**config.mk**
```make
export PLATFORM = sky130hd
export DESIGN_NAME = crc_checked_humidity_temperature_decode_unit
export DESIGN_NICKNAME = d
export VERILOG_FILES = /design/src/rtl/chtd_pkg.sv /design/src/rtl/crc_checked_humidity_temperature_decode_unit.sv /design/src/rtl/chtd_front.sv /design/src/rtl/chtd_back.sv
export SDC_FILE = /design/constraint.sdc
export NUM_CORES = 1
export LEC_CHECK = 0
export BUFFER_PORTS_ARGS = -buffer_cell sky130_fd_sc_hd__buf_2
export CAP_MARGIN = 15
export CORE_AREA = 5 5 190 192
export DETAILED_ROUTE_END_ITERATION = 7
export DIE_AREA = 0 0 195 197
export GPL_ROUTABILITY_DRIVEN = 0
export PLACE_DENSITY_LB_ADDON = 0.3
export SYNTH_ARGS = -nofsm -noshare
export SYNTH_HDL_FRONTEND = slang
export SYNTH_HIERARCHICAL = 1
export SYNTH_SLANG_ARGS = --single-unit
```
**constraint.sdc**
```tcl
create_clock -name clk_i -period 10.2 [get_ports clk_i]
set_input_delay 1.02 -clock clk_i [delete_from_list [all_inputs] [get_ports clk_i]]
set_output_delay 1.02 -clock clk_i [all_outputs]
set_load 0.05 [all_outputs]
```
**src/rtl/chtd_pkg.sv**
```systemverilog
// package: types, constants and helper functions of the decode unit
package chtd_pkg;

  localparam logic [7:0]  CrcInit    = 8'hFF;
  localparam logic [7:0]  PolyReset  = 8'h31;
  localparam logic [10:0] TempScale  = 11'd1750;
  localparam logic [26:0] TempOffset = 27'd29490750;
  localparam logic [9:0]  HumScale   = 10'd1000;

  // one received sensor frame
  typedef struct packed {
    logic [7:0] t_hi;
    logic [7:0] t_lo;
    logic [7:0] t_chk;
    logic [7:0] h_hi;
    logic [7:0] h_lo;
    logic [7:0] h_chk;
  } chtd_frame_t;

  // frame after the first pass: partial crcs and scaled words
  typedef struct packed {
    logic [7:0]  t_crc;
    logic [7:0]  t_lo;
    logic [7:0]  t_chk;
    logic [7:0]  h_crc;
    logic [7:0]  h_lo;
    logic [7:0]  h_chk;
    logic [26:0] t_scaled;
    logic [25:0] h_scaled;
  } chtd_mid_t;

  // decoded result as held in the output register
  typedef struct packed {
    logic              temp_positive;
    logic [10:0]       temp_magnitude;
    logic signed [11:0] temp_signed;
    logic [9:0]        humidity;
    logic              temp_ok;
    logic              hum_ok;
  } chtd_res_t;

  // crc-8, msb first, one byte
  function automatic logic [7:0] crc8_byte(input logic [7:0] crc_in,
                                           input logic [7:0] data,
                                           input logic [7:0] poly);
    logic [7:0] crc;
    crc = crc_in ^ data;
    for (int k = 0; k < 8; k++) begin
      crc = {crc[6:0], 1'b0} ^ (poly & {8{crc[7]}});
    end
    return crc;
  endfunction

  // floor(x / 65535) for quotients well below 65536
  function automatic logic [11:0] div_full_scale(input logic [26:0] x);
    logic [27:0] s;
    s = 28'(x) + 28'(x[26:16]) + 28'd1;
    return s[27:16];
  endfunction

endpackage

```
**src/rtl/crc_checked_humidity_temperature_decode_unit.sv**
```systemverilog
// top level of the crc-checked humidity and temperature decode unit
//
//  channel   handshake                  payload
//  input     in_valid_i / in_ready_o    six frame bytes
//  result    out_valid_o / out_ready_i  sign, magnitude, signed, humidity, crc flags
//  config    cfg_we_i                   cfg_wdata_i (crc polynomial)
//
// three register stages (input, crc/multiply, output): a request passes through
// them in that order, and one frame is taken every cycle while the output is not stalled.
// reset sets the polynomial to 0x31 and clears held values and valid flags.
// a stalled output only holds the stages that have no free slot behind them;
// empty stages keep taking requests.
module crc_checked_humidity_temperature_decode_unit import chtd_pkg::*; (
  input  logic               clk_i,
  input  logic               rst_ni,
  input  logic               cfg_we_i,
  input  logic [7:0]         cfg_wdata_i,
  input  logic               in_valid_i,
  output logic               in_ready_o,
  input  logic [7:0]         temp_high_byte_i,
  input  logic [7:0]         temp_low_byte_i,
  input  logic [7:0]         temp_check_byte_i,
  input  logic [7:0]         hum_high_byte_i,
  input  logic [7:0]         hum_low_byte_i,
  input  logic [7:0]         hum_check_byte_i,
  output logic               out_valid_o,
  input  logic               out_ready_i,
  output logic               temp_positive_o,
  output logic [10:0]        temp_magnitude_tenths_o,
  output logic signed [11:0] temp_signed_tenths_o,
  output logic [9:0]         humidity_tenths_o,
  output logic               temp_check_ok_o,
  output logic               hum_check_ok_o
);

  logic [7:0]  poly_q;
  logic        s0_valid_q, s1_valid_q, s2_valid_q;
  logic        in_acc, s1_load, s2_load;
  chtd_frame_t frame_q;
  chtd_mid_t   mid;
  chtd_res_t   res;

  // polynomial register
  always_ff @(posedge clk_i or negedge rst_ni) begin
    if (!rst_ni) begin
      poly_q <= PolyReset;
    end else if (cfg_we_i) begin
      poly_q <= cfg_wdata_i;
    end
  end

  // stage advance, back-pressure from the output
  assign s2_load    = s1_valid_q && (!s2_valid_q || out_ready_i);
  assign s1_load    = s0_valid_q && (!s1_valid_q || s2_load);
  assign in_ready_o = !s0_valid_q || s1_load;
  assign in_acc     = in_valid_i && in_ready_o;

  // stage valid flags
  always_ff @(posedge clk_i or negedge rst_ni) begin
    if (!rst_ni) begin
      s0_valid_q <= 1'b0;
      s1_valid_q <= 1'b0;
      s2_valid_q <= 1'b0;
    end else begin
      if (in_acc) begin
        s0_valid_q <= 1'b1;
      end else if (s1_load) begin
        s0_valid_q <= 1'b0;
      end
      if (s1_load) begin
        s1_valid_q <= 1'b1;
      end else if (s2_load) begin
        s1_valid_q <= 1'b0;
      end
      if (s2_load) begin
        s2_valid_q <= 1'b1;
      end else if (out_ready_i) begin
        s2_valid_q <= 1'b0;
      end
    end
  end

  // input register
  always_ff @(posedge clk_i) begin
    if (in_acc) begin
      frame_q.t_hi  <= temp_high_byte_i;
      frame_q.t_lo  <= temp_low_byte_i;
      frame_q.t_chk <= temp_check_byte_i;
      frame_q.h_hi  <= hum_high_byte_i;
      frame_q.h_lo  <= hum_low_byte_i;
      frame_q.h_chk <= hum_check_byte_i;
    end
  end

  chtd_front u_front (
    .clk_i   (clk_i),
    .en_i    (s1_load),
    .poly_i  (poly_q),
    .frame_i (frame_q),
    .mid_o   (mid)
  );

  chtd_back u_back (
    .clk_i  (clk_i),
    .rst_ni (rst_ni),
    .en_i   (s2_load),
    .poly_i (poly_q),
    .mid_i  (mid),
    .res_o  (res)
  );

  // result ports
  assign out_valid_o             = s2_valid_q;
  assign temp_positive_o         = res.temp_positive;
  assign temp_magnitude_tenths_o = res.temp_magnitude;
  assign temp_signed_tenths_o    = res.temp_signed;
  assign humidity_tenths_o       = res.humidity;
  assign temp_check_ok_o         = res.temp_ok;
  assign hum_check_ok_o          = res.hum_ok;

endmodule

```
**src/rtl/chtd_front.sv**
```systemverilog
// first pass: crc over the high bytes and scaling multiplies
module chtd_front import chtd_pkg::*; (
  input  logic        clk_i,
  input  logic        en_i,
  input  logic [7:0]  poly_i,
  input  chtd_frame_t frame_i,
  output chtd_mid_t   mid_o
);

  chtd_mid_t mid_d, mid_q;

  // partial crc and products
  always_comb begin
    mid_d.t_crc    = crc8_byte(CrcInit, frame_i.t_hi, poly_i);
    mid_d.h_crc    = crc8_byte(CrcInit, frame_i.h_hi, poly_i);
    mid_d.t_lo     = frame_i.t_lo;
    mid_d.t_chk    = frame_i.t_chk;
    mid_d.h_lo     = frame_i.h_lo;
    mid_d.h_chk    = frame_i.h_chk;
    mid_d.t_scaled = 27'(TempScale) * 27'({frame_i.t_hi, frame_i.t_lo});
    mid_d.h_scaled = 26'(HumScale) * 26'({frame_i.h_hi, frame_i.h_lo});
  end

  // stage register
  always_ff @(posedge clk_i) begin
    if (en_i) begin
      mid_q <= mid_d;
    end
  end

  assign mid_o = mid_q;

endmodule

```
**src/rtl/chtd_back.sv**
```systemverilog
// second pass: crc check, conversion and held values in the output register
module chtd_back import chtd_pkg::*; (
  input  logic       clk_i,
  input  logic       rst_ni,
  input  logic       en_i,
  input  logic [7:0] poly_i,
  input  chtd_mid_t  mid_i,
  output chtd_res_t  res_o
);

  chtd_res_t   res_d, res_q;
  logic        t_ok, h_ok, t_pos;
  logic [26:0] t_diff;
  logic [11:0] t_quot, h_quot;

  // finish crcs and compare
  assign t_ok = (crc8_byte(mid_i.t_crc, mid_i.t_lo, poly_i) == mid_i.t_chk);
  assign h_ok = (crc8_byte(mid_i.h_crc, mid_i.h_lo, poly_i) == mid_i.h_chk);

  // temperature offset and absolute value
  assign t_pos  = (mid_i.t_scaled >= TempOffset);
  assign t_diff = t_pos ? (mid_i.t_scaled - TempOffset) : (TempOffset - mid_i.t_scaled);
  assign t_quot = div_full_scale(t_diff);
  assign h_quot = div_full_scale(27'(mid_i.h_scaled));

  // update held values only where the crc matched; the crc flags follow every result
  always_comb begin
    res_d         = res_q;
    res_d.temp_ok = t_ok;
    res_d.hum_ok  = h_ok;
    if (t_ok) begin
      res_d.temp_positive  = t_pos;
      res_d.temp_magnitude = t_quot[10:0];
    end
    if (h_ok) begin
      res_d.humidity = h_quot[9:0];
    end
    if (res_d.temp_positive) begin
      res_d.temp_signed = signed'(12'(res_d.temp_magnitude));
    end else begin
      res_d.temp_signed = signed'(12'd0 - 12'(res_d.temp_magnitude));
    end
  end

  // held state doubles as output register
  always_ff @(posedge clk_i or negedge rst_ni) begin
    if (!rst_ni) begin
      res_q <= '0;
    end else if (en_i) begin
      res_q <= res_d;
    end
  end

  assign res_o = res_q;

endmodule

```
# Yosys cells after proc, flatten, opt, wreduce, memory -nomap -nowiden
# Cells that the tools add are included.
dict set report word_totals {
  output_inout_bits 38
  regBits 192
  input_bits 61
  elab_cells 126
}
dict set report classes {
  n_reduce_logical 13
  n_lt_le_gt_ge 1
  mul 2
  mux 9
  n_eq_ne 2
  add_sub_neg 7
  bitwise 68
}
# op count
set ops {}
lappend ops {{$xor 8x8->8} 34}
lappend ops {{$and 8x8->8} 32}
lappend ops {{$add 27x1->27 const B} 1}
lappend ops {{$add 27x11->27} 1}
lappend ops {{$ge 27x25->1 const B} 1}
lappend ops {{$mux 27} 1}
lappend ops {{$sub 25x27->27 const A} 1}
lappend ops {{$sub 27x25->27 const B} 1}
lappend ops {{$add 26x1->26 const B} 1}
lappend ops {{$add 26x10->26} 1}
lappend ops {{$mul 10x16->26 const A} 1}
lappend ops {{$mux 12} 2}
lappend ops {{$mul 7x16->23 const A} 1}
lappend ops {{$eq 8x8->1} 2}
lappend ops {{$not 8->8} 2}
lappend ops {{$sub 1x11->12 const A} 1}
lappend ops {{$mux 1} 6}
lappend ops {{$reduce_bool 2->1} 3}
lappend ops {{$logic_and 1x1->1} 3}
lappend ops {{$logic_not 1->1} 3}
lappend ops {{$logic_or 1x1->1} 3}
lappend ops {{$reduce_and 2->1} 1}

# Logic depth before layout (Yosys ltp)
# Gate-level depths: netlist (run 1).
dict set report logic_depth {
  depth_word 21
  mapped_depth 35
  depth_no_buf 31
}

# By module
# The synthesis (run 1) kept the hierarchy.
# module n_inst cells_each seq_area_each_um2 area_each_um2
set modules_own_cells {}
lappend modules_own_cells {chtd_front 1 1113 2822.7 11434.7}
lappend modules_own_cells {chtd_back 1 917 875.8 6789.0}
lappend modules_own_cells {crc_checked_humidity_temperature_decode_unit 1 77 1720.4 1919.3}

# Worst setup path after synthesis (run 1)
# OpenSTA, ideal clock, no wires.
dict set report synth_path {
  path_kind {input to register}
  start {input port out_ready_i}
  end {register u_front.mid_q, in the netlist u_front/mid_o[100] (enable)}
  required_time_ns 9.510
  path_slack_ns 1.629
  path_stages 2
  n_path_buf 0
  t_arrival_ns 7.881
  path_cell_list {nor2b_1 > a21boi_0}
}
dict set report synth_between {
  elab_chain_cells 4
}
# element line
set synth_rtl {}
lappend synth_rtl {{from (decl)} crc_checked_humidity_temperature_decode_unit.sv:27} ;# input logic out_ready_i,
lappend synth_rtl {{$logic_or 1x1->1} crc_checked_humidity_temperature_decode_unit.sv:53} ;# assign s2_load = s1_valid_q && (!s2_valid_q || out_ready_i);
lappend synth_rtl {{$logic_and 1x1->1} crc_checked_humidity_temperature_decode_unit.sv:53}
lappend synth_rtl {{$logic_or 1x1->1} crc_checked_humidity_temperature_decode_unit.sv:54} ;# assign s1_load = s0_valid_q && (!s1_valid_q || s2_load);
lappend synth_rtl {{$logic_and 1x1->1} crc_checked_humidity_temperature_decode_unit.sv:54}
lappend synth_rtl {{net s1_load} crc_checked_humidity_temperature_decode_unit.sv:38} ;# logic in_acc, s1_load, s2_load;
lappend synth_rtl {{to (signal assigned)} chtd_front.sv:27} ;# mid_q <= mid_d;
lappend synth_rtl {{to (decl)} chtd_front.sv:10} ;# chtd_mid_t mid_d, mid_q;
# The timed path passes the listed nets, and every way through them passes these cells.
# A chain may end at the register's enable or synchronous reset.

# Final worst setup path (run 1)
dict set report layout_path {
  start {register poly_q[7]}
  end {register u_back.res_q, in the netlist u_back/res_o[22]}
}
dict set report layout_between {
  elab_chain_cells 20
}
# element line
set layout_rtl {}
lappend layout_rtl {{from (decl)} crc_checked_humidity_temperature_decode_unit.sv:36} ;# logic [7:0] poly_q;
lappend layout_rtl {{from (signal assigned)} crc_checked_humidity_temperature_decode_unit.sv:46} ;# poly_q <= PolyReset;
lappend layout_rtl {{from (signal assigned)} crc_checked_humidity_temperature_decode_unit.sv:48} ;# poly_q <= cfg_wdata_i;
lappend layout_rtl {{$and 8x8->8} chtd_pkg.sv:49} ;# crc = {crc[6:0], 1'b0} ^ (poly & {8{crc[7]}});
lappend layout_rtl {{$xor 8x8->8} chtd_pkg.sv:49}
lappend layout_rtl {{$and 8x8->8} chtd_pkg.sv:49}
lappend layout_rtl {{$xor 8x8->8} chtd_pkg.sv:49}
lappend layout_rtl {{$and 8x8->8} chtd_pkg.sv:49}
lappend layout_rtl {{$xor 8x8->8} chtd_pkg.sv:49}
lappend layout_rtl {{$and 8x8->8} chtd_pkg.sv:49}
lappend layout_rtl {{$xor 8x8->8} chtd_pkg.sv:49}
lappend layout_rtl {{[4 not listed]} -}
lappend layout_rtl {{$and 8x8->8} chtd_pkg.sv:49}
lappend layout_rtl {{$xor 8x8->8} chtd_pkg.sv:49}
lappend layout_rtl {{$and 8x8->8} chtd_pkg.sv:49}
lappend layout_rtl {{$xor 8x8->8 (*)} chtd_pkg.sv:49}
lappend layout_rtl {{$eq 8x8->1 (*)} chtd_back.sv:17} ;# assign t_ok = (crc8_byte(mid_i.t_crc, mid_i.t_lo, poly_i) == mid_i.t_chk);
lappend layout_rtl {{$mux 12 (*)} chtd_back.sv:31} ;# if (t_ok) begin
lappend layout_rtl {{$sub 1x11->12} chtd_back.sv:41} ;# res_d.temp_signed = signed'(12'd0 - 12'(res_d.temp_magnitude));
lappend layout_rtl {{$mux 12 (*)} chtd_back.sv:38} ;# if (res_d.temp_positive) begin
lappend layout_rtl {{to (signal assigned)} chtd_back.sv:50} ;# res_q <= res_d;
lappend layout_rtl {{to (decl)} chtd_back.sv:11} ;# chtd_res_t res_d, res_q;
# Mark *: on every way between the ends. The rest lies on a longest branch, timed or not.

==> flow_metrics.py, run 1 <==
metrics = {
    "run_status": {
        "outcome": "finished, final reports clean",
    },
    "worst_setup_path": {
        "slowest_delay_ps": 620,
        "start_kind": "flop",
        "required_ps": 10540,
        "path_cells": "buf_4 -> inv_1 -> o21ai_1 -> and2_1 -> a211oi_1 -> or4_1 -> nand2_1 -> o2111ai_1 -> xnor3_1 -> nand2_1 -> xnor3_1 -> or3_1 -> o21ai_1 -> and4_1 -> buf_4 -> mux2i_1 -> ha_1 -> a21boi_0 -> a21oi_1 -> a21oi_1 -> mux2i_1 -> xnor2_1 -> mux2_2",
        "critPathTopFamily": "simple AND/OR/NAND/NOR gates",
        "path_max_fanout": 80,
        "crit_arrival_ps": 7540,
        "cp_slowest_cell": "buf_4",
        "crit_type": "flop to flop",
        "endpoint_kind": "flop",
        "r2r-start": "poly_q[7]$_DFFE_PN0P_",
        "cp_num_buf_inv": 3,
        "startpoint": "poly_q[7]$_DFFE_PN0P_",
    },
    "logic_synthesis": {
        "syn_avg_cell_area_um2": 9.56,
        "synth_fa_ha_area_share_pct": 21.3,
        "synth-edff-count": 142,
        "ys_seq_elements": 188,
        "synthCells": 2107,
        "yosys_warnings": 6,
        "synth_xor_area_share_pct": 15.6,
        "async_flop_share_pct": 24.5,
        "yosys.area_share.simple_pct": 12.9,
        "synth_cell_types": 103,
        "yosysSeqAreaShare_pct": 26.9,
        "synth_top_family_by_area": "adder cells",
        "muxShareOfSynthArea_pct": 4.12,
        "syn_area_mm2": 0.0201,
        "synth-compound-area-share_pct": 12.6,
        "synth_flop_cell": "edfxtp_1",
    },
    "clock_network": {
        "cts_num_sinks": 188,
        "root_buffer": "clkbuf_16",
        "cts_resized": 0,
        "cts.path.max_buffers": 2,
        "cts_max_level": 4,
        "cts.clk_slew.worst_paths_ps": 80,
        "cts_setup_buffers": 0,
        "worstSkewPairLatency_ps": 450,
        "cts_tree": "built",
        "hold_buffers": 0,
        "cts_inserted_buffers": 17,
    },
    "die": {
        "num_rows": 68,
        "coreArea_mm2": 0.0342,
        "die_x_um": 195,
        "dieHeight_um": 197,
        "initial_core_util_pct": 58.9,
        "io_pins": 99,
        "die_area_mm2": 0.0384,
    },
    "sta": {
        "rsz0062_at_grt": "no",
        "slew_headroom_pct": 23.1,
        "fin_skew_ps": 14.1,
        "hold_viol": 0,
        "min_period_ps": 7200,
        "post-route-period-util_pct": 70.6,
        "finalSetupViolations": 0,
        "max_freq_ghz": 0.139,
        "tightest_slew_ps": 1140,
        "drv_slew": 0,
        "setup-tns-final_ps": 0,
    },
    "final_layout": {
        "regArea_mm2": 0.00542,
        "multi_input_area_mm2": 0.0134,
        "layout-drive-gt1-share_pct": 10.8,
        "nNetsFinal": 2496,
        "area_delta_synth_final_pct": 6.89,
        "fillers": 2793,
        "final_cell_mix": "xnor2_1 (248), inv_1 (237), nand2_1 (208)",
        "final_common_cell": "xnor2_1",
        "diodes": 0,
    },
    "worst_hold_path": {
        "hp-class": "flop to flop",
        "hold_start": "frame_q[29]$_DFFE_PP_",
    },
    "routing": {
        "postRouteAntennaNets": 0,
        "via_per_inst": 5.77,
        "first_iter_violations": 1195,
        "dr.pass1.iters": 5,
        "vias": 15100,
        "drc": 0,
        "postRouteWirelength_um": 46100,
        "wl_per_cell_um": 17.6,
    },
    "global_route": {
        "antenna_found_initial": 1,
        "grt-ovfl-total": 0,
        "grt_pass1_vias": 15200,
        "grt_usage_pct": 24.2,
        "grt_pass1_wl_um": 76600,
        "grt_max_degree": 81,
    },
    "place": {
        "hpwl_um": 34600,
        "portBuffers": 98,
    },
    "run": {
        "cap_violations": 0,
    },
}
-- cells in the mapped netlist (all sizes together) (18+ instances only) --
cell	n	area, um^2
a21o	26	195
inv	239	897
mux2	36	439
xnor2	252	2240
ha	169	2110
nor3	34	190
nor2	103	394
o21ai	74	370
buf	35	213
nand2	208	781
and2	18	113
nand3	43	220
edfxtp	142	4260
fa	109	2180
xor2	77	682
mux2i	39	390
dfrtp	43	1080
clkbuf	53	199
a21oi	84	439
nand2b	18	113
and3	21	131
-- flip-flops by register name (all words and copies together), names as in the netlist --
signal and cells:
u_back/res_o 35, frame_q 48, s1_valid_q 1, out_valid_o 1, u_front/mid_o 94, s0_valid_q 1
poly_q 8
-- cells by family after synthesis --
| family | count (synthesis) |
|---|---|
| AO/OA/AOI/OAI | 364 |
| flip-flops | 188 |
| adder cells (fa/ha/maj) | 278 |
| XOR/XNOR | 339 |
| other | 1 |
| multiplexers | 75 |
| AND/OR/NAND/NOR | 534 |
| buffers and inverters | 328 |
-- layer usage --
metal	up-vias	GRT usage (%)	wire (um)
li1	7320	-	-
met1	7238	33.8	20600
met2	500	39.5	21900
met3	83	3.45	2450
met4	0	7.53	1140
met5	-	0	0
-- final timing paths --
kind                                                      to  slack, ps  cells past startpoint
worst max-delay path            u_back/res_o[22]$_DFFE_PN0P_       3000                     23
worst min-delay path             u_front/mid_o[82]$_DFFE_PP_        410                      0
worst max register to register  u_back/res_o[22]$_DFFE_PN0P_       3000                     23
worst min register to register   u_front/mid_o[82]$_DFFE_PP_        410                      0
max in group asynchronous              poly_q[7]$_DFFE_PN0P_       9080                      2
min in group asynchronous       u_back/res_o[17]$_DFFE_PN0P_        660                      2
-- stage by stage --
stage	instances	util, %	setup slack, ps	cell area, um^2	hold WS, ps
3_3_place_gp	2593	61.3	3350	21000	405
2_1_floorplan	2110	-	1630	20200	400
3_5_place_dp	2593	61.3	3120	21000	405
6_report	2625	63.0	3000	21500	413
5_1_grt	2625	63.0	2430	21500	425
4_1_cts	2625	63.0	3100	21500	411
-- layout make-up --
type / instances / share of cell area [%]
Clock buffer: 18 / 1.99
Sequential cell: 188 / 25.2
Multi-Input combinational cell: 1594 / 62.4
Timing Repair Buffer: 116 / 2.91
Clock inverter: 14 / 0.697
Tap cell: 455 / 2.64
Inverter: 240 / 4.18
Power of run 1 is left out: the tool's default activity adds up to more than one toggle a clock period on the data nets, which glitch-free logic cannot reach.
==> run 2: changes to the inputs <==
--- a/config.mk
+++ b/config.mk
@@ -5,11 +5,12 @@
 export SDC_FILE = /design/constraint.sdc
 export NUM_CORES = 1
 export LEC_CHECK = 0
+export ABC_AREA = 1
 export BUFFER_PORTS_ARGS = -buffer_cell sky130_fd_sc_hd__buf_2
 export CAP_MARGIN = 15
-export CORE_AREA = 5 5 190 192
+export CORE_AREA = 5 5 198 200
 export DETAILED_ROUTE_END_ITERATION = 7
-export DIE_AREA = 0 0 195 197
+export DIE_AREA = 0 0 203 205
 export GPL_ROUTABILITY_DRIVEN = 0
 export PLACE_DENSITY_LB_ADDON = 0.3
 export SYNTH_ARGS = -nofsm -noshare
==> constraint.sdc (replaced) <==
create_clock -name clk_i -period 5.91 [get_ports clk_i]
set_input_delay 0.591 -clock clk_i [delete_from_list [all_inputs] [get_ports clk_i]]
set_output_delay 0.591 -clock clk_i [all_outputs]
set_load 0.05 [all_outputs]
==> run 2 against run 1 <==
Against the previous run:
- die area increased by 8.3%
- the flow now finishes with violations (design-rule violations)
- register-to-register slack got worse by 2500 ps
- clock skew decreased by 4.2 ps
- largest cell class unchanged
- non-clock buffer count decreased by 6
==> flow_metrics.py, run 2 <==
metrics = {
    "sta": {
        "slew_headroom_pct": 48.0,
        "drv_slew": 0,
        "max_freq_ghz": 0.186,
        "tightest_slew_ps": 780,
        "rsz0062_at_grt": "no",
        "setup-tns-final_ps": 0,
        "hold_viol": 0,
        "finalSetupViolations": 0,
        "post-route-period-util_pct": 91.1,
        "min_period_ps": 5380,
        "fin_skew_ps": 9.84,
    },
    "worst_setup_path": {
        "crit_top_cell": "nand2_1",
        "critPathTopFamily": "simple AND/OR/NAND/NOR gates",
        "cp_slowest_cell": "edfxtp_1",
        "start_kind": "flop",
        "crit_arrival_ps": 5710,
        "crit_type": "flop to flop",
        "slowest_delay_ps": 470,
        "path_max_fanout": 22,
        "cp_num_buf_inv": 3,
        "required_ps": 6240,
        "endpoint_kind": "flop",
    },
    "logic_synthesis": {
        "synth_top_family_by_area": "simple AND/OR/NAND/NOR gates",
        "synthTopCellsByArea": "edfxtp_1 (20%), nand2_1 (14%), fa_1 (10%)",
        "ys_seq_elements": 188,
        "async_flop_share_pct": 24.5,
        "synth_fa_ha_area_share_pct": 20.1,
        "synthCells": 2834,
        "synth_cell_types": 52,
        "yosysMostFrequentCell": "nand2_1",
        "synth-compound-area-share_pct": 5.81,
        "syn_area_mm2": 0.0213,
        "yosys.area_share.simple_pct": 31.8,
        "syn_avg_cell_area_um2": 7.53,
        "synth-edff-count": 142,
        "muxShareOfSynthArea_pct": 0,
        "yosys_warnings": 6,
        "synth_top_area_cell": "edfxtp_1",
        "synth_common_cells": "nand2_1 (796), inv_1 (407), nand3_1 (272)",
        "yosysTopAreaCellShare_pct": 20.0,
        "synth_flop_cell": "edfxtp_1",
        "yosysSeqAreaShare_pct": 25.4,
        "synth_xor_area_share_pct": 7.06,
    },
    "die": {
        "coreArea_mm2": 0.0372,
        "io_pins": 99,
        "initial_core_util_pct": 57.3,
        "die_x_um": 203,
        "dieHeight_um": 205,
        "die_area_mm2": 0.0416,
        "num_rows": 71,
    },
    "routing": {
        "postRouteAntennaNets": 0,
        "first_iter_violations": 1643,
        "vias": 18500,
        "via_per_inst": 5.47,
        "dr.pass1.iters": 8,
        "drc": 2,
        "wl_per_cell_um": 15.2,
        "postRouteWirelength_um": 51400,
    },
    "place": {
        "dp_cells": 3345,
        "hpwl_um": 40100,
        "portBuffers": 98,
    },
    "pwr": {
        "p_per_area_mw_per_mm2": 557,
        "ir_drop_mv": 0.318,
        "p_leak_nw": 11.6,
    },
    "global_route": {
        "grt-ovfl-total": 0,
        "grt_max_degree": 54,
        "grt_pass1_wl_um": 85600,
        "grt_usage_pct": 24.7,
        "grt_pass1_vias": 17800,
        "antenna_found_initial": 0,
    },
    "clock_network": {
        "hold_buffers": 0,
        "cts.path.max_buffers": 2,
        "root_buffer": "clkbuf_16",
        "cts_resized": 0,
        "cts_max_level": 4,
        "worstSkewPairLatency_ps": 450,
        "cts_setup_buffers": 0,
        "cts_num_sinks": 188,
        "cts_tree": "built",
        "cts_inserted_buffers": 17,
        "cts.clk_slew.worst_paths_ps": 70,
    },
    "final_layout": {
        "final_cell_mix": "nand2_1 (796), inv_1 (405), nand3_1 (272)",
        "area_delta_synth_final_pct": 6.02,
        "layout-drive-gt1-share_pct": 10.7,
        "final_common_cell": "nand2_1",
        "finalNonFillerCells": 3377,
        "fillers": 3216,
        "diodes": 0,
        "nNetsFinal": 3229,
        "largest_reg_flops": 94,
    },
    "worst_hold_path": {
        "hp-class": "input port to async pin",
    },
    "run": {
        "cap_violations": 0,
    },
    "run_status": {
        "outcome": "complete, but fails checks",
        "violations": "design-rule violations",
    },
}
## run 2: cell types whose count changed in the layout (fill, tap and decap cells not counted), moves of 20 or more
cell,change
nand2_1,+588
nand3_1,+230
xnor2_1,-200
inv_1,+168
nor2_1,+87
nand2_2,+50
xor2_1,+48
nand3_2,+46
mux2i_1,-39
o21ai_0,+33
mux2_2,-23
nand4_1,+23
nand2_4,+21
and3_1,-20
## run 2: layout make-up
type / count / area, um^2 / area share, %
inverters: 430 / 1620 / 7.14
repair buffers: 110 / 581 / 2.57
well taps: 474 / 593 / 2.62
clock buffers: 18 / 429 / 1.90
clock inverters: 14 / 146 / 0.647
multi-input cells: 2143 / 13800 / 61.2
flip-flops and latches: 188 / 5420 / 24.0
## run 2: path summary, 6_finish.rpt
check	from	cells after the start	slack (ps)	end
worst max-delay path	u_front/mid_o[34]$_DFFE_PP_	30	530	u_back/res_o[22]$_DFFE_PN0P_
worst min-delay path	rst_ni	2	250	u_back/res_o[28]$_DFFE_PN0P_
worst max register to register	u_front/mid_o[34]$_DFFE_PP_	30	530	u_back/res_o[22]$_DFFE_PN0P_
worst min register to register	frame_q[1]$_DFFE_PP_	0	420	u_front/mid_o[54]$_DFFE_PP_
max in group asynchronous	rst_ni	2	5180	poly_q[7]$_DFFE_PN0P_
min in group clk_i	temp_high_byte_i[6]	1	310	frame_q[46]$_DFFE_PP_
## run 2: kinds of logic (layout without fill, tap and decap cells)
family          after synthesis  count (layout)
other cells                   1               4
flops                       188             188
compound gates              223             223
simple gates               1466            1466
xor+xnor                    172             172
fa+ha+maj                   278             278
buf+inv                     506             572
## run 2: worst register-to-register path, delay by kind of cell (launching register included)
kind / cells / cell delay (ps)
buffers and inverters: 3 / 540
xor gates and xnor gates: 2 / 630
DFF: 1 / 470
adders and majority gates: 2 / 490
and+or+nand+nor: 18 / 2180
AOI/OAI and AO/OA: 5 / 960
## run 2: routing by layer
metal,track usage (%),share of wire [%]
met5,0,0
met1,33.1,45
met4,7.30,2.3
met3,3.13,5.0
met2,42.3,48
## run 2: per-stage QoR
step                setup slack, ps  utilization [%]  area, um^2  hold WS (ps)  power, W
CTS                             662             60.8       22600           253    0.0125
finish                          527             60.8       22600           245    0.0126
floorplan                      1270                -       21300           295   0.00950
global route                    101             60.8       22600           283    0.0139
detailed placement              725             59.2       22000           405    0.0113
global placement                933             59.2       22000           404    0.0110
## run 2: where the power goes
part | switching [W] | internal [W] | total, W
Clock | 0.000556 | 0.000563 | 0.00112
Combinational | 0.00585 | 0.00322 | 0.00907
Sequential | 0.000331 | 0.00209 | 0.00242
Note: power is estimated with default switching activity, not from simulation.
